<file path="src/design/srarq_pkg.sv">
// ----------------------------------------------------------------------------
// srarq_pkg
// Shared types, codes and constants of the selective-repeat window engine.
// ----------------------------------------------------------------------------
package srarq_pkg;

    localparam int SEQ_BITS  = 3;
    localparam int LEN_BITS  = 11;
    localparam int SLOT_BITS = SEQ_BITS - 1;
    localparam int WIN       = 1 << SLOT_BITS;
    localparam int CNT_BITS  = $clog2(WIN + 1);
    localparam int TMR_BITS  = 16;
    localparam int ADDR_BITS = 3;
    localparam int DATA_BITS = 32;

    localparam logic [LEN_BITS-1:0] HDR_LEN = LEN_BITS'(7);
    localparam logic [LEN_BITS-1:0] MIN_LEN = LEN_BITS'(5);

    localparam logic [TMR_BITS-1:0] DATA_TMO_RST = TMR_BITS'(2000);
    localparam logic [TMR_BITS-1:0] ACK_TMO_RST  = TMR_BITS'(1000);

    localparam logic REG_DATA_TMO = 1'b0;
    localparam logic REG_ACK_TMO  = 1'b1;

    typedef logic [SEQ_BITS-1:0]  t_seq;
    typedef logic [SLOT_BITS-1:0] t_slot;
    typedef logic [LEN_BITS-1:0]  t_len;
    typedef logic [TMR_BITS-1:0]  t_tmr;
    typedef logic [CNT_BITS-1:0]  t_cnt;

    typedef enum logic [2:0] {
        OP_PKT_READY  = 3'd0,
        OP_PHYS_READY = 3'd1,
        OP_FRAME_RX   = 3'd2,
        OP_DATA_TMO   = 3'd3,
        OP_ACK_TMO    = 3'd4
    } t_op;

    localparam logic [1:0] KIND_DATA = 2'd0;
    localparam logic [1:0] KIND_ACK  = 2'd1;
    localparam logic [1:0] KIND_NAK  = 2'd2;

    localparam logic [2:0] ACT_SEND_DATA = 3'd0;
    localparam logic [2:0] ACT_SEND_ACK  = 3'd1;
    localparam logic [2:0] ACT_SEND_NAK  = 3'd2;
    localparam logic [2:0] ACT_START_ACK = 3'd3;
    localparam logic [2:0] ACT_DELIVER   = 3'd4;
    localparam logic [2:0] ACT_STOP_DATA = 3'd5;
    localparam logic [2:0] ACT_STATUS    = 3'd6;

    typedef struct packed {
        logic [2:0] operation;
        logic       frame_ok;
        logic [1:0] frame_kind;
        t_seq       frame_seq;
        t_seq       peer_ack;
        t_len       frame_len;
        t_seq       timeout_seq;
    } t_in_item;

    typedef struct packed {
        logic [2:0] action;
        t_seq       seq_out;
        t_seq       ack_out;
        t_slot      slot;
        t_len       deliver_len;
        t_tmr       timer_value;
        logic       net_enable;
        logic       last;
    } t_out_item;

    typedef struct packed {
        t_seq lo;
        t_seq x;
        t_seq hi;
    } t_win_query;

    typedef enum logic [2:0] {
        S_IDLE,
        S_FIRST,
        S_DELIV,
        S_DTIMER,
        S_ACKLOOP,
        S_STATUS
    } t_state;

endpackage

</file>
<file path="src/design/srarq_cmp.sv">
// ----------------------------------------------------------------------------
// srarq_cmp
// Modular window test used by the first and ack-loop steps of the sequencer:
// x lies in [lo, hi) modulo the sequence space.
// ----------------------------------------------------------------------------
module srarq_cmp (
    input  srarq_pkg::t_win_query i_query,
    output logic                  o_in_window
);
    import srarq_pkg::*;

    t_seq dist_x;
    t_seq dist_hi;

    assign dist_x      = i_query.x - i_query.lo;
    assign dist_hi     = i_query.hi - i_query.lo;
    assign o_in_window = dist_x < dist_hi;

endmodule

</file>
<file path="src/design/selective_repeat_arq_window.sv">
// ----------------------------------------------------------------------------
// selective_repeat_arq_window
// Sequence and window engine of a selective-repeat link.
// Flow: the event beat is registered, then the first step may emit an action; a
// good received frame whose length is stored then passes deliveries, each followed
// by an ack timer start, and stopped data timers come before the status beat.
// Events: one at a time; the next event beat is taken while the status beat is
// presented, and every step after the event beat holds while the output stalls.
// Reset: window edges return to their start; counters, arrived marks and phys-ready
// clear, timeouts return to 2000 and 1000; stored lengths keep their contents.
// ----------------------------------------------------------------------------
module selective_repeat_arq_window (
    input  logic                                   i_clk,
    input  logic                                   i_rst_n,
    input  logic                                   i_in_valid,
    output logic                                   o_in_ready,
    input  srarq_pkg::t_in_item                    i_in_data,
    output logic                                   o_out_valid,
    input  logic                                   i_out_ready,
    output srarq_pkg::t_out_item                   o_out_data,
    input  logic                                   psel,
    input  logic                                   penable,
    input  logic                                   pwrite,
    input  logic [srarq_pkg::ADDR_BITS-1:0]        paddr,
    input  logic [srarq_pkg::DATA_BITS-1:0]        pwdata,
    output logic [srarq_pkg::DATA_BITS-1:0]        prdata,
    output logic                                   pready
);
    import srarq_pkg::*;

    t_state    r_state,       n_state;
    t_in_item  r_in;
    t_seq      r_send_lower,  n_send_lower;
    t_seq      r_send_next,   n_send_next;
    t_seq      r_recv_lower,  n_recv_lower;
    t_seq      r_recv_upper,  n_recv_upper;
    t_cnt      r_outstanding, n_outstanding;
    logic      r_phys_ready,  n_phys_ready;
    logic [WIN-1:0] r_arrived, n_arrived;
    t_len      r_stored_len [WIN];
    logic      n_store_en;
    t_slot     n_store_slot;
    t_len      n_store_len;
    t_tmr      r_data_tmo;
    t_tmr      r_ack_tmo;
    logic      r_ovalid,      n_ovalid;
    t_out_item r_out,         n_out;

    t_win_query win_q;
    logic       win_hit;
    logic       can_emit;
    logic       cfg_wr;
    logic       in_beat;
    t_seq       ack_num;
    t_seq       nak_resend;
    t_slot      rl_slot;
    t_slot      rx_slot;
    t_len       rx_pkt_len;
    logic       bad_frame;

    srarq_cmp u_cmp (
        .i_query     (win_q),
        .o_in_window (win_hit)
    );

    assign pready   = 1'b1;
    assign cfg_wr   = psel && penable && pwrite;
    assign prdata   = (paddr[2] == REG_ACK_TMO) ? DATA_BITS'(r_ack_tmo)
                                                : DATA_BITS'(r_data_tmo);

    assign o_in_ready  = (r_state == S_IDLE);
    assign in_beat     = i_in_valid && o_in_ready;
    assign o_out_valid = r_ovalid;
    assign o_out_data  = r_out;
    assign can_emit    = !r_ovalid || i_out_ready;

    assign ack_num    = r_recv_lower - t_seq'(1);
    assign nak_resend = r_in.peer_ack + t_seq'(1);
    assign rl_slot    = r_recv_lower[SLOT_BITS-1:0];
    assign rx_slot    = r_in.frame_seq[SLOT_BITS-1:0];
    assign rx_pkt_len = (r_in.frame_len >= HDR_LEN) ? (r_in.frame_len - HDR_LEN) : '0;
    assign bad_frame  = !r_in.frame_ok || (r_in.frame_len < MIN_LEN);

    always_comb begin
        win_q = '{lo: r_send_lower, x: r_in.peer_ack, hi: r_send_next};
        if (r_state == S_FIRST) begin
            if (r_in.frame_kind == KIND_DATA) begin
                win_q = '{lo: r_recv_lower, x: r_in.frame_seq, hi: r_recv_upper};
            end else begin
                win_q = '{lo: r_send_lower, x: nak_resend, hi: r_send_next};
            end
        end
    end

    always_comb begin
        t_out_item v_item;
        v_item         = '0;
        n_state        = r_state;
        n_send_lower   = r_send_lower;
        n_send_next    = r_send_next;
        n_recv_lower   = r_recv_lower;
        n_recv_upper   = r_recv_upper;
        n_outstanding  = r_outstanding;
        n_phys_ready   = r_phys_ready;
        n_arrived      = r_arrived;
        n_store_en     = 1'b0;
        n_store_slot   = rx_slot;
        n_store_len    = rx_pkt_len;
        n_ovalid       = r_ovalid && !i_out_ready;
        n_out          = r_out;

        if (can_emit || (r_state == S_IDLE)) begin
            unique case (r_state)
                S_IDLE: begin
                    if (in_beat) begin
                        n_state = S_FIRST;
                    end
                end
                S_FIRST: begin
                    n_state = S_STATUS;
                    case (r_in.operation)
                        OP_PKT_READY: begin
                            if (r_outstanding < t_cnt'(WIN)) begin
                                v_item.action      = ACT_SEND_DATA;
                                v_item.seq_out     = r_send_next;
                                v_item.ack_out     = ack_num;
                                v_item.slot        = r_send_next[SLOT_BITS-1:0];
                                v_item.timer_value = r_data_tmo;
                                n_ovalid           = 1'b1;
                                n_phys_ready       = 1'b0;
                                n_outstanding      = r_outstanding + t_cnt'(1);
                                n_send_next        = r_send_next + t_seq'(1);
                            end
                        end
                        OP_PHYS_READY: begin
                            n_phys_ready = 1'b1;
                        end
                        OP_FRAME_RX: begin
                            if (bad_frame) begin
                                v_item.action  = ACT_SEND_NAK;
                                v_item.ack_out = ack_num;
                                n_ovalid       = 1'b1;
                                n_phys_ready   = 1'b0;
                            end else begin
                                n_state = S_ACKLOOP;
                                if (r_in.frame_kind == KIND_NAK) begin
                                    if (win_hit) begin
                                        v_item.action      = ACT_SEND_DATA;
                                        v_item.seq_out     = nak_resend;
                                        v_item.ack_out     = ack_num;
                                        v_item.slot        = nak_resend[SLOT_BITS-1:0];
                                        v_item.timer_value = r_data_tmo;
                                        n_ovalid           = 1'b1;
                                        n_phys_ready       = 1'b0;
                                    end
                                end else if (r_in.frame_kind == KIND_DATA) begin
                                    n_ovalid = 1'b1;
                                    if (r_in.frame_seq != r_recv_lower) begin
                                        v_item.action  = ACT_SEND_NAK;
                                        v_item.ack_out = ack_num;
                                        n_phys_ready   = 1'b0;
                                    end else begin
                                        v_item.action      = ACT_START_ACK;
                                        v_item.timer_value = r_ack_tmo;
                                    end
                                    if (win_hit && !r_arrived[rx_slot]) begin
                                        n_arrived[rx_slot] = 1'b1;
                                        n_store_en         = 1'b1;
                                        n_state            = S_DELIV;
                                    end
                                end
                            end
                        end
                        OP_DATA_TMO: begin
                            v_item.action      = ACT_SEND_DATA;
                            v_item.seq_out     = r_in.timeout_seq;
                            v_item.ack_out     = ack_num;
                            v_item.slot        = r_in.timeout_seq[SLOT_BITS-1:0];
                            v_item.timer_value = r_data_tmo;
                            n_ovalid           = 1'b1;
                            n_phys_ready       = 1'b0;
                        end
                        OP_ACK_TMO: begin
                            v_item.action  = ACT_SEND_ACK;
                            v_item.ack_out = ack_num;
                            n_ovalid       = 1'b1;
                            n_phys_ready   = 1'b0;
                        end
                        default: begin
                        end
                    endcase
                    if (n_ovalid && !(r_ovalid && !i_out_ready)) begin
                        n_out = v_item;
                    end
                end
                S_DELIV: begin
                    if (r_arrived[rl_slot]) begin
                        v_item.action      = ACT_DELIVER;
                        v_item.slot        = rl_slot;
                        v_item.deliver_len = r_stored_len[rl_slot];
                        n_out              = v_item;
                        n_ovalid           = 1'b1;
                        n_arrived[rl_slot] = 1'b0;
                        n_recv_lower       = r_recv_lower + t_seq'(1);
                        n_recv_upper       = r_recv_upper + t_seq'(1);
                        n_state            = S_DTIMER;
                    end else begin
                        n_state = S_ACKLOOP;
                    end
                end
                S_DTIMER: begin
                    v_item.action      = ACT_START_ACK;
                    v_item.timer_value = r_ack_tmo;
                    n_out              = v_item;
                    n_ovalid           = 1'b1;
                    n_state            = S_DELIV;
                end
                S_ACKLOOP: begin
                    if (win_hit) begin
                        v_item.action = ACT_STOP_DATA;
                        v_item.slot   = r_send_lower[SLOT_BITS-1:0];
                        n_out         = v_item;
                        n_ovalid      = 1'b1;
                        if (r_outstanding != '0) begin
                            n_outstanding = r_outstanding - t_cnt'(1);
                        end
                        n_send_lower = r_send_lower + t_seq'(1);
                    end else begin
                        n_state = S_STATUS;
                    end
                end
                S_STATUS: begin
                    v_item.action     = ACT_STATUS;
                    v_item.net_enable = (r_outstanding < t_cnt'(WIN)) && r_phys_ready;
                    v_item.last       = 1'b1;
                    n_out             = v_item;
                    n_ovalid          = 1'b1;
                    n_state           = S_IDLE;
                end
                default: begin
                    n_state = S_IDLE;
                end
            endcase
        end
    end

    always_ff @(posedge i_clk) begin
        if (!i_rst_n) begin
            r_state       <= S_IDLE;
            r_send_lower  <= '0;
            r_send_next   <= '0;
            r_recv_lower  <= '0;
            r_recv_upper  <= t_seq'(WIN);
            r_outstanding <= '0;
            r_phys_ready  <= 1'b0;
            r_arrived     <= '0;
            r_ovalid      <= 1'b0;
        end else begin
            r_state       <= n_state;
            r_send_lower  <= n_send_lower;
            r_send_next   <= n_send_next;
            r_recv_lower  <= n_recv_lower;
            r_recv_upper  <= n_recv_upper;
            r_outstanding <= n_outstanding;
            r_phys_ready  <= n_phys_ready;
            r_arrived     <= n_arrived;
            r_ovalid      <= n_ovalid;
        end
    end

    always_ff @(posedge i_clk) begin
        if (!i_rst_n) begin
            r_data_tmo <= DATA_TMO_RST;
            r_ack_tmo  <= ACK_TMO_RST;
        end else if (cfg_wr) begin
            if (paddr[2] == REG_ACK_TMO) begin
                r_ack_tmo <= pwdata[TMR_BITS-1:0];
            end else begin
                r_data_tmo <= pwdata[TMR_BITS-1:0];
            end
        end
    end

    always_ff @(posedge i_clk) begin
        r_out <= n_out;
        if (in_beat) begin
            r_in <= i_in_data;
        end
        if (n_store_en) begin
            r_stored_len[n_store_slot] <= n_store_len;
        end
    end

`ifndef SYNTHESIS
    a_outstanding_bound: assert property (@(posedge i_clk) disable iff (!i_rst_n)
        r_outstanding <= t_cnt'(WIN))
        else $error("outstanding count exceeds window");

    a_recv_window_span: assert property (@(posedge i_clk) disable iff (!i_rst_n)
        r_recv_upper == r_recv_lower + t_seq'(WIN))
        else $error("receive window edges out of step");

    a_last_is_status: assert property (@(posedge i_clk) disable iff (!i_rst_n)
        (o_out_valid && o_out_data.last) |-> (o_out_data.action == ACT_STATUS))
        else $error("last beat is not a status beat");

    a_deliver_advances: assert property (@(posedge i_clk) disable iff (!i_rst_n)
        (r_state == S_DELIV && can_emit && r_arrived[rl_slot])
            |=> (r_recv_lower == $past(r_recv_lower) + t_seq'(1)))
        else $error("delivery did not advance the receive window");
`endif

endmodule
</file>
<file path="config.mk">
export PLATFORM = sky130hd
export DESIGN_NAME = selective_repeat_arq_window
export DESIGN_NICKNAME = d
export VERILOG_FILES = /design/src/design/srarq_pkg.sv /design/src/design/srarq_cmp.sv /design/src/design/selective_repeat_arq_window.sv
export SDC_FILE = /design/constraint.sdc
export NUM_CORES = 1
export LEC_CHECK = 0
export BUFFER_PORTS_ARGS = -buffer_cell sky130_fd_sc_hd__buf_2
export CAP_MARGIN = 20
export CORE_ASPECT_RATIO = 0.9
export CORE_MARGIN = 1.5
export CORE_UTILIZATION = 50
export CTS_CLUSTER_DIAMETER = 200
export DETAILED_ROUTE_END_ITERATION = 10
export PLACE_DENSITY = 0.76
export SYNTH_ARGS = -nofsm -noshare
export SYNTH_HDL_FRONTEND = slang
export SYNTH_SLANG_ARGS = --single-unit
</file>
<file path="constraint.sdc">
create_clock -name i_clk -period 5 [get_ports i_clk]
set_input_delay 0.5 -clock i_clk [delete_from_list [all_inputs] [get_ports i_clk]]
set_output_delay 0.5 -clock i_clk [all_outputs]
set_load 0.05 [all_outputs]
</file>
==> metrics.log, run 1 <==
[metrics] status: finished, final reports clean
[metrics] min cycle time layout: roughly 4400 ps
[metrics] most frequently used cell type in the post-synthesis netlist: sky130_fd_sc_hd__edfxtp_1
[metrics] number of DRC markers in iteration 0: 418
[metrics] clock root buffer: sky130_fd_sc_hd__clkbuf_16
[metrics] cells taking the most area after synthesis: sky130_fd_sc_hd__edfxtp_1, sky130_fd_sc_hd__dfxtp_1, sky130_fd_sc_hd__nand2_1
[metrics] number of endpoints failing setup at the final stage: 0
[metrics] met1 capacity usage during global routing: between 20% and 30%
[metrics] minimum hold slack: 239 ps
[metrics] count of H-tree levels built during CTS: 4
[metrics] fraction of layout cells with a size suffix above 1: between 20% and 30%
[metrics] die outline area: between 15,000 and 20,000 um2
[metrics] busiest layer in global routing: met2
[metrics] Antenna Violating Nets Remaining: 0
[metrics] clock slew at reported path FFs: 60 ps
[metrics] count of warnings emitted by yosys: 0
[metrics] maximum clock skew at final layout: around 15 ps
[metrics] critical path arrival: approximately 4500 ps
[metrics] net total in the final layout: about 840
[metrics] via density per instance: roughly 5.6
[metrics] TritonCTS clock tree: built
[metrics] Hold WC Path Type: input port to flop
[metrics] count of state elements after synthesis: approximately 170
[metrics] x dimension of the die: 134 um
[metrics] hold depth: 1
[metrics] post-CTS setup buffer count: 0
[metrics] combined global-route utilization of all metal layers: 21.7%
[metrics] worst relative slew slack: between 30% and 40%
[metrics] global-route wire length before repair: between 20,000 and 30,000 um
[metrics] pin count of the biggest net entering global routing: a little over 60
[metrics] Syn-to-layout area delta: 17.2%
[metrics] total wire length: about 17,000 um
[metrics] Syn Area/Cell: around 12 um2
[metrics] core region area: about 15,000 um2
[metrics] critical path startpoint category: flop
[metrics] ratio of total power to cell area: between 400 and 500 nW/um2
[metrics] Crit path required time: between 5000 and 6000 ps
[metrics] Detailed Routing Iterations Pass 1: 5
[metrics] Bufs on Longest Clock Path: 2
[metrics] synth unique cells: 55
[metrics] cts hold-fix bufs: 0
[metrics] synthesized cell area: 7660 um2
[metrics] sort of element at the end of the critical path: flop
[metrics] height of the chip: about 120 um
[metrics] Remaining DRCs: 0
[metrics] Inserted Clock Buffers: 17
[metrics] top post-synthesis cells by count: sky130_fd_sc_hd__edfxtp_1, sky130_fd_sc_hd__nand2_1, sky130_fd_sc_hd__dfxtp_1
[metrics] count of flip-flops with a built-in enable after synthesis: 110
[metrics] number of placement rows: 42
[metrics] number of failing hold endpoints at the final stage: 0
[metrics] PortBufs: 107
[metrics] worst setup path category: flop to flop
[metrics] I/O pin count: approximately 140
[metrics] number of global-route vias before repair: 5,292
[metrics] R2R depth: 13
[metrics] portion of synthesized cell area occupied by the leading cell type: ~43%
[metrics] GRT Residual Overflow: 0
[metrics] number of standard cells after synthesis: about 650
[metrics] pins over their slew limit: 0
[metrics] proportion of synthesized flip-flops having asynchronous set or reset: 0%
[metrics] Main synth FF type: sky130_fd_sc_hd__edfxtp_1
[metrics] count of clock tree sinks: roughly 170
[metrics] Antenna Cells: 0
[metrics] ratio of final minimum period to clock period: roughly 90%
[metrics] Leak Pwr: about 3.5 nW
[metrics] number of antenna violations at the first check in global routing: 0
[metrics] post-detailed-route wirelength per cell: 17.2 um
[metrics] met2 track demand over resource in global routing: a little over a third
[metrics] CP Max Fanout: 15
[metrics] placer congestion estimate: approximately 0.91
[metrics] number of vias in the routed layout: roughly 5,400
[metrics] unrepaired setup endpoints after global routing: false
[metrics] number of gates resized after CTS: 0
[metrics] Seq/Total Area, Yosys: roughly 58%
[metrics] Starting Density: 51.7%
[metrics] Fmax: roughly 230 MHz
[metrics] setup TNS: 0 ps
[metrics] hpwl dp: about 12,000 um
[metrics] Max Cap Viol: 0
[metrics] cell taking the most area after synthesis: sky130_fd_sc_hd__edfxtp_1
[metrics] GR met3 Demand/Resource: roughly 5.7%
[metrics] clk_lat worst skew: 430 ps
[metrics] slew at the pin closest to its max-slew limit: 988 ps
[metrics] largest vdd supply drop: roughly 0.27 mV
-- critical path, cell delays in order, from the launching register on --
cell and delay [ps]:
sky130_fd_sc_hd__dfxtp_1 440, sky130_fd_sc_hd__nor3b_1 350, sky130_fd_sc_hd__nand2_1 310, sky130_fd_sc_hd__nand2_1 140, sky130_fd_sc_hd__o21ai_0 130, sky130_fd_sc_hd__ha_1 230, sky130_fd_sc_hd__fa_1 480, sky130_fd_sc_hd__inv_1 40
sky130_fd_sc_hd__ha_1 280, sky130_fd_sc_hd__a21o_1 200, sky130_fd_sc_hd__a21o_1 290, sky130_fd_sc_hd__or4_1 690, sky130_fd_sc_hd__nor4b_2 280, sky130_fd_sc_hd__buf_4 260
-- kinds of logic after synthesis --
group	share of synthesized area, %
flops	58.2
simple gates	14.3
mux	6.82
buf+inv	4.15
other cells	0.0980
xor+xnor	3.09
fa+ha+maj	2.91
compound gates	10.4
-- placed cells by master (no fill, tap or decap), types with 17 or more instances in the layout --
cell / count
sky130_fd_sc_hd__a21boi_0: 23
sky130_fd_sc_hd__buf_2: 107
sky130_fd_sc_hd__clkbuf_16: 18
sky130_fd_sc_hd__conb_1: 17
sky130_fd_sc_hd__dfxtp_1: 58
sky130_fd_sc_hd__edfxtp_1: 110
sky130_fd_sc_hd__nand2_1: 95
sky130_fd_sc_hd__nand3_1: 24
sky130_fd_sc_hd__nor2_1: 32
sky130_fd_sc_hd__o21ai_0: 25
sky130_fd_sc_hd__xnor2_1: 19
-- area by class of cell --
type                            instances  area, um2
Clock buffer                           23        509
Clock inverter                          9       60.1
Fill cell                            1205       5840
Inverter                               14       52.6
Multi-Input combinational cell        433       2970
Sequential cell                       168       4460
Tap cell                              198        248
Timing Repair Buffer                  123        676
-- metrics by stage --
stage               cells  utilization (%)  setup WS (ps)  cell area, um2  total power, mW
floorplan             666                -           21.7            7720             2.31
global placement      934             56.6            655            8390             2.51
detailed placement    936             56.8            635            8410             2.53
CTS                   968             60.6            610            8980             3.76
global route          968             60.6            292            8980             3.89
finish                968             60.6            595            8980             3.74
-- state kept, by name (all words and copies together) (netlist names), named ones only --
name / count
r_recv_upper: 3
r_ack_tmo: 16
r_send_next: 3
r_in: 24
n_store_slot: 2
r_state: 3
r_stored_len: 44
o_out_data: 40
r_outstanding: 3
r_recv_lower: 3
r_send_lower: 3
r_arrived: 4
o_out_valid: 1
r_data_tmo: 16
r_phys_ready: 1
-- worst paths after layout --
check / end / start / slack [ps]
max: r_stored_len[2][10] / r_state[1] / 590
min: r_in[24] / i_in_data[24] / 240
max reg2reg: r_stored_len[2][10] / r_state[1] / 590
min reg2reg: r_data_tmo[1] / r_data_tmo[1] / 480
-- power by group --
part	total, mW	internal [mW]	leakage [nW]	switching, mW
sequential	1.70	1.64	1.50	0.0640
clock	1.24	0.719	0.283	0.516
combinational	0.803	0.199	1.69	0.604
total	3.74	2.56	3.47	1.18
-- layer usage --
metal	vias up	wire, um
li1	2557	-
met1	2625	7260
met2	207	8070
met3	25	1050
met4	0	252
met5	-	0
Note: power is estimated with default switching activity, not from simulation.
==> inputs of run 2 (changes only) <==
--- a/config.mk
+++ b/config.mk
@@ -12,7 +12,8 @@
 export CORE_UTILIZATION = 50
 export CTS_CLUSTER_DIAMETER = 200
 export DETAILED_ROUTE_END_ITERATION = 10
-export PLACE_DENSITY = 0.76
+export PLACE_DENSITY = 0.82
+export SETUP_SLACK_MARGIN = 0.05
 export SYNTH_ARGS = -nofsm -noshare
 export SYNTH_HDL_FRONTEND = slang
 export SYNTH_SLANG_ARGS = --single-unit
==> run 2 against run 1 <==
Sequential cell count unchanged. Maximum frequency is 1.8% lower. Setup slack got worse by 81 ps. Combinational power down 2%. Wire length down 2.7%. Critical endpoint is now r_stored_len[2][8]. Largest cell class unchanged. Largest power group unchanged. Highest routed layer unchanged.
==> metrics.log, run 2 (synthesis gave the netlist of run 1 again) <==
[metrics] status: finished, final reports clean
[metrics] PortBufs: 107 (unchanged)
[metrics] Max Cap Viol: 0 (unchanged)
[metrics] worst min-delay path startpoint: i_in_data[8]
[metrics] number of failing hold endpoints at the final stage: 0 (unchanged)
[metrics] most common cell after layout, fill and taps aside: sky130_fd_sc_hd__edfxtp_1
[metrics] hpwl dp: 10,800 um (-6.8%)
[metrics] Crit path required time: 5130 ps (about the same)
[metrics] I/O pin count: 143 (unchanged)
[metrics] setup TNS: 0 ps (unchanged)
[metrics] Hold Path End: r_in[8]
[metrics] total wire length: 16,200 um (-2.7%)
[metrics] number of antenna violations at the first check in global routing: 0 (unchanged)
[metrics] fillcell total: 1,164 (-3.4%)
[metrics] cell breakdown of the critical path: nor2_1 -> nand2_1 -> o21ai_0 -> ha_1 -> fa_1 -> ha_1 -> a21o_1 -> a21o_1 -> or4_1 -> nor4b_2 -> buf_4
[metrics] count of clock tree sinks: 168 (unchanged)
[metrics] post-CTS setup buffer count: 0 (unchanged)
[metrics] Syn-to-layout area delta: 16.7%
[metrics] x dimension of the die: 134 um (unchanged)
[metrics] pin count of the biggest net entering global routing: 61 (unchanged)
[metrics] maximum clock skew at final layout: 11.1 ps (-4.27 ps)
[metrics] Bufs on Longest Clock Path: 2 (unchanged)
[metrics] net total in the final layout: 839 (-0.24%)
[metrics] TritonCTS clock tree: built
[metrics] number of global-route vias before repair: 5,121 (-3.2%)
[metrics] sort of element at the end of the critical path: flop
[metrics] Antenna Violating Nets Remaining: 0 (unchanged)
[metrics] number of DRC markers in iteration 0: 436 (+4.3%)
[metrics] Fmax: 223 MHz (-1.8%)
[metrics] number of gates resized after CTS: 0 (unchanged)
[metrics] Leak Pwr: 3.45 nW (-0.42%)
[metrics] pins over their slew limit: 0 (unchanged)
[metrics] commonest cells after routing, fill and taps aside: sky130_fd_sc_hd__edfxtp_1, sky130_fd_sc_hd__buf_2, sky130_fd_sc_hd__nand2_1
[metrics] Hold WC Path Type: input port to flop
[metrics] number of endpoints failing setup at the final stage: 0 (unchanged)
[metrics] worst setup path category: flop to flop
[metrics] via density per instance: 5.52 (-1.2%)
[metrics] GRT Residual Overflow: 0 (unchanged)
[metrics] fraction of layout cells with a size suffix above 1: 24.6% (-0.20 points)
[metrics] clk_lat worst skew: 430 ps (about the same)
[metrics] ratio of final minimum period to clock period: 89.7% (+1.6 points)
[metrics] global-route wire length before repair: 25,800 um (-2.8%)
[metrics] CP Max Fanout: 11 (-4)
[metrics] max incr delay on CP: 710 ps (+20 ps)
[metrics] largest vdd supply drop: 0.265 mV (-3.4%)
[metrics] slew at the pin closest to its max-slew limit: 966 ps (-21.6 ps)
[metrics] post-layout instance area: 8950 um2 (-0.40%)
[metrics] worst relative slew slack: 35.6% (+1.4 points)
[metrics] ratio of total power to cell area: 417 nW/um2 (about the same)
[metrics] post-detailed-route wirelength per cell: 16.7 um (-2.5%)
[metrics] clock slew at reported path FFs: 60 ps (about the same)
[metrics] R2R depth: 11 (-2)
[metrics] core region area: 14,800 um2 (unchanged)
[metrics] Inserted Clock Buffers: 17 (unchanged)
[metrics] number of vias in the routed layout: 5,337 (-1.4%)
[metrics] min cycle time layout: 4490 ps (+81.4 ps)
[metrics] library cell contributing the largest single delay on the critical path: sky130_fd_sc_hd__or4_1
[metrics] Remaining DRCs: 0 (unchanged)
[metrics] placed cell count: 933 (-0.32%)
[metrics] combined global-route utilization of all metal layers: 20.7% (-0.93 points)
[metrics] final cell count without fillers: 966 (-0.21%)
[metrics] critical path startpoint category: flop
[metrics] critical path arrival: 4610 ps (+80 ps)
[metrics] Detailed Routing Iterations Pass 1: 5 (unchanged)
[metrics] flip-flop count of the largest register, all copies and words added: 44 (unchanged)
[metrics] Largest Register: r_stored_len
[metrics] die outline area: 16,100 um2 (unchanged)
[metrics] area after detailed placement: 8390 um2 (-0.31%)
[metrics] count of H-tree levels built during CTS: 4 (unchanged)
[metrics] hold depth: 1 (unchanged)
[metrics] cts hold-fix bufs: 0 (unchanged)
[metrics] reg2reg start: r_in[21]
[metrics] Starting Density: 51.7% (unchanged)
[metrics] unrepaired setup endpoints after global routing: false
[metrics] Antenna Cells: 0 (unchanged)
[metrics] height of the chip: 120 um (unchanged)
[metrics] number of placement rows: 42 (unchanged)
[metrics] R2R Path End: r_stored_len[2][8]
[metrics] placer congestion estimate: 0.943 (+3.3%)
[metrics] flop-to-flop setup slack: 510 ps (-80 ps)
[metrics] clock root buffer: sky130_fd_sc_hd__clkbuf_16
[run 2: worst max-delay path by stage]
stage	startpoint	slack, ps	cells after the start	to
after floorplan	r_state[0]	170	14	r_stored_len[0][0]
after global placement	r_state[2]	680	13	r_stored_len[2][8]
after detailed placement	r_in[21]	620	13	r_stored_len[2][9]
after CTS	r_in[21]	570	13	r_stored_len[1][4]
after global routing	r_in[21]	260	13	r_stored_len[3][8]
final	r_in[21]	510	11	r_stored_len[2][8]
[run 2: critical path: cells and delay by family (launching register included)]
kind                       cells  cell delay, ps
buffers and inverters          1             250
adders and majority gates      3             940
DFF                            1             460
and+or+nand+nor                4            1660
AOI/OAI and AO/OA              3             870
[run 2: power breakdown]
group          total, mW  internal [mW]  switching (mW)  leakage, nW
combinational      0.788          0.193           0.595         1.68
sequential          1.71           1.64          0.0678         1.50
clock               1.23          0.691           0.543        0.279
total               3.73           2.52            1.21         3.45
[run 2: layout make-up]
| class | count | area [um2] | share of cell area, % |
|---|---|---|---|
| Sequential cell | 168 | 4460 | 49.9 |
| Multi-Input combinational cell | 433 | 2970 | 33.2 |
| Timing Repair Buffer | 121 | 657 | 7.34 |
| Clock buffer | 19 | 433 | 4.84 |
| Tap cell | 198 | 248 | 2.77 |
| Clock inverter | 13 | 119 | 1.33 |
| Inverter | 14 | 52.6 | 0.587 |
[run 2: through the flow]
stage	setup slack, ps	power (mW)	util (%)	hold slack, ps
6_report	513	3.73	60.4	240
5_1_grt	260	3.86	60.4	233
4_1_cts	568	3.74	60.3	223
3_5_place_dp	615	2.52	56.6	473
3_3_place_gp	678	2.51	56.5	466
2_1_floorplan	169	2.31	-	453
[run 2: per-layer routing]
metal / track usage (%) / up-vias / routed length [um]
li1: - / 2559 / -
met4: 9.44 / 0 / 482
met1: 26.5 / 2513 / 6940
met5: 0 / - / 0
met2: 34.2 / 235 / 7670
met3: 4.40 / 30 / 1090
==> inputs of run 3 (changes only) <==
--- a/config.mk
+++ b/config.mk
@@ -8,7 +8,6 @@
 export BUFFER_PORTS_ARGS = -buffer_cell sky130_fd_sc_hd__buf_2
 export CAP_MARGIN = 20
 export CORE_ASPECT_RATIO = 0.9
-export CORE_MARGIN = 1.5
 export CORE_UTILIZATION = 50
 export CTS_CLUSTER_DIAMETER = 200
 export DETAILED_ROUTE_END_ITERATION = 10
==> run 3 against run 2 <==
Clock power is 7% higher. Count of clock-buffer cells in the layout shrank 1. Critical path depth up 2. Critical path type unchanged. Largest cell class unchanged.
==> metrics.log, run 3 (synthesis gave the netlist of run 1 again) <==
[metrics] cell breakdown of the critical path: nor2_1 -> nand2_1 -> nand2_1 -> o21ai_0 -> ha_1 -> fa_1 -> inv_1 -> ha_1 -> a21o_1 -> a21o_1 -> or4_1 -> nor4b_2 -> buf_4
[metrics] flip-flop count of the largest register, all copies and words added: 44 (unchanged)
[metrics] maximum clock skew at final layout: 8.31 ps (-2.77 ps)
[metrics] Fmax: 220 MHz (-1.3%)
[metrics] die outline area: 15,800 um2 (-1.6%)
[metrics] number of vias in the routed layout: 5,377 (+0.75%)
[metrics] pin count of the biggest net entering global routing: 61 (unchanged)
[metrics] post-CTS setup buffer count: 0 (unchanged)
[metrics] CP Max Fanout: 11 (unchanged)
[metrics] combined area of the multi-input logic cells: 2970 um2 (unchanged)
[metrics] count of H-tree levels built during CTS: 4 (unchanged)
[metrics] Hold WC Path Type: input port to flop
[metrics] number of placement rows: 42 (unchanged)
[metrics] reg2reg start: r_in[21]
[metrics] x dimension of the die: 133 um (-0.75%)
[metrics] sort of element at the end of the critical path: flop
[metrics] number of failing hold endpoints at the final stage: 0 (unchanged)
[metrics] ratio of final minimum period to clock period: 90.9% (+1.2 points)
[metrics] Largest Register: r_stored_len
[metrics] ratio of total power to cell area: 425 nW/um2 (+2.0%)
[metrics] fillcell total: 1,173 (+0.77%)
[metrics] number of gates resized after CTS: 0 (unchanged)
[metrics] slew at the pin closest to its max-slew limit: 1010 ps (+39.0 ps)
[metrics] count of clock tree sinks: 168 (unchanged)
[metrics] Detailed Routing Iterations Pass 1: 5 (unchanged)
[metrics] Antenna Violating Nets Remaining: 0 (unchanged)
[metrics] Max Cap Viol: 0 (unchanged)
[metrics] Starting Density: 51.7% (unchanged)
[metrics] status: finished, final reports clean
[metrics] core region area: 14,800 um2 (unchanged)
[metrics] combined global-route utilization of all metal layers: 21.3% (+0.56 points)
[metrics] I/O pin count: 143 (unchanged)
[metrics] fraction of the core area covered by cells at the end of the flow: 60.6% (+0.22 points)
[metrics] library cell contributing the largest single delay on the critical path: sky130_fd_sc_hd__or4_1
[metrics] height of the chip: 119 um (-0.83%)
[metrics] min cycle time layout: 4550 ps (+60.2 ps)
[metrics] number of antenna violations at the first check in global routing: 0 (unchanged)
[metrics] clock root buffer: sky130_fd_sc_hd__clkbuf_16
[metrics] global-route wire length before repair: 25,900 um (+0.24%)
[metrics] pins over their slew limit: 0 (unchanged)
[metrics] Crit path required time: 5120 ps (about the same)
[metrics] PortBufs: 107 (unchanged)
[metrics] number of global-route vias before repair: 5,120 (-0.020%)
[metrics] TritonCTS clock tree: built
[metrics] total wire length: 16,200 um (+0.16%)
[metrics] number of endpoints failing setup at the final stage: 0 (unchanged)
[metrics] commonest cells after routing, fill and taps aside: sky130_fd_sc_hd__edfxtp_1, sky130_fd_sc_hd__buf_2, sky130_fd_sc_hd__nand2_1
[metrics] Bufs on Longest Clock Path: 2 (unchanged)
[metrics] clock slew at reported path FFs: 60 ps (about the same)
[metrics] Syn-to-layout area delta: 17.2%
[metrics] worst setup path category: flop to flop
[metrics] most common cell after layout, fill and taps aside: sky130_fd_sc_hd__edfxtp_1
[metrics] via density per instance: 5.57 (+0.75%)
[metrics] largest vdd supply drop: 0.303 mV (+14%)
[metrics] Sequential cell area: 4460 um2 (unchanged)
[metrics] beginning of the critical path: r_in[21]
[metrics] cts hold-fix bufs: 0 (unchanged)
[metrics] Remaining DRCs: 0 (unchanged)
[metrics] hpwl dp: 10,800 um (+0.21%)
[metrics] unrepaired setup endpoints after global routing: false
[metrics] number of DRC markers in iteration 0: 463 (+6.2%)
[metrics] placer congestion estimate: 0.910 (-3.5%)
[metrics] GRT Residual Overflow: 0 (unchanged)
[metrics] max incr delay on CP: 710 ps (about the same)
[metrics] Inserted Clock Buffers: 17 (unchanged)
[metrics] post-detailed-route wirelength per cell: 16.8 um (+0.16%)
[metrics] Leak Pwr: 3.46 nW (+0.27%)
[metrics] worst relative slew slack: 33.0% (-2.6 points)
[metrics] total design power: 3.81 mW (+2.3%)
[metrics] net total in the final layout: 839 (unchanged)
[metrics] setup TNS: 0 ps (unchanged)
[metrics] fraction of layout cells with a size suffix above 1: 24.7% (+0.13 points)
[metrics] critical path startpoint category: flop
[metrics] critical path arrival: 4670 ps (+60 ps)
[metrics] worst min-delay path startpoint: i_in_data[6]
[metrics] clk_lat worst skew: 430 ps (about the same)
[metrics] Antenna Cells: 0 (unchanged)
==> run 3: cell count changes in the layout (fill, tap and decap cells not counted) <==
cell and change:
sky130_fd_sc_hd__bufinv_16 +2, sky130_fd_sc_hd__buf_12 -1, sky130_fd_sc_hd__buf_4 +2, sky130_fd_sc_hd__clkinv_4 +1, sky130_fd_sc_hd__buf_6 -1, sky130_fd_sc_hd__inv_6 -3
sky130_fd_sc_hd__clkinvlp_4 +2, sky130_fd_sc_hd__clkinv_2 -1, sky130_fd_sc_hd__clkbuf_1 -1
==> run 3: through the flow <==
step / hold slack, ps / setup slack (ps) / cell area (um2) / cells
2_1_floorplan: 453 / 169 / 7730 / 666
3_3_place_gp: 466 / 651 / 8380 / 934
3_5_place_dp: 475 / 558 / 8380 / 934
4_1_cts: 227 / 526 / 8980 / 966
5_1_grt: 228 / 193 / 8980 / 966
6_report: 245 / 453 / 8980 / 966
==> run 3: where the power goes <==
part | internal (mW) | switching [mW]
registers | 1.64 | 0.0662
clock network | 0.789 | 0.534
logic | 0.190 | 0.598
==> run 3: layer usage <==
layer | global-route usage [%] | part of all wire [%] | up-vias
met5 | 0 | 0 | -
met3 | 5.45 | 7.1 | 33
met1 | 27.1 | 43 | 2547
li1 | - | - | 2560
met4 | 9.91 | 2.6 | 0
met2 | 34.2 | 47 | 237
==> run 3: final cells by class <==
class                   count  area share (%)
clock buffers              18            4.78
inverters                  14           0.585
flip-flops and latches    168            49.7
clock inverters            14            1.91
well taps                 198            2.76
multi-input cells         433            33.1
repair buffers            121            7.13
==> run 3: worst max-delay path: cells and delay by family (launching register included) <==
kind                       cells  cell delay (ps)
DFF                            1              470
AOI/OAI and AO/OA              3              610
adders and majority gates      3             1010
buffers and inverters          2              300
and+or+nand+nor                5             1840
==> run 3: path summary, 6_finish.rpt <==
| check | depth (start not counted) | slack [ps] | end |
|---|---|---|---|
| setup reg to reg | 13 | 450 | r_stored_len[2][10] |
| hold / removal | 1 | 250 | r_in[6] |
| hold reg to reg | 2 | 480 | r_data_tmo[3] |
| setup / recovery | 13 | 450 | r_stored_len[2][10] |
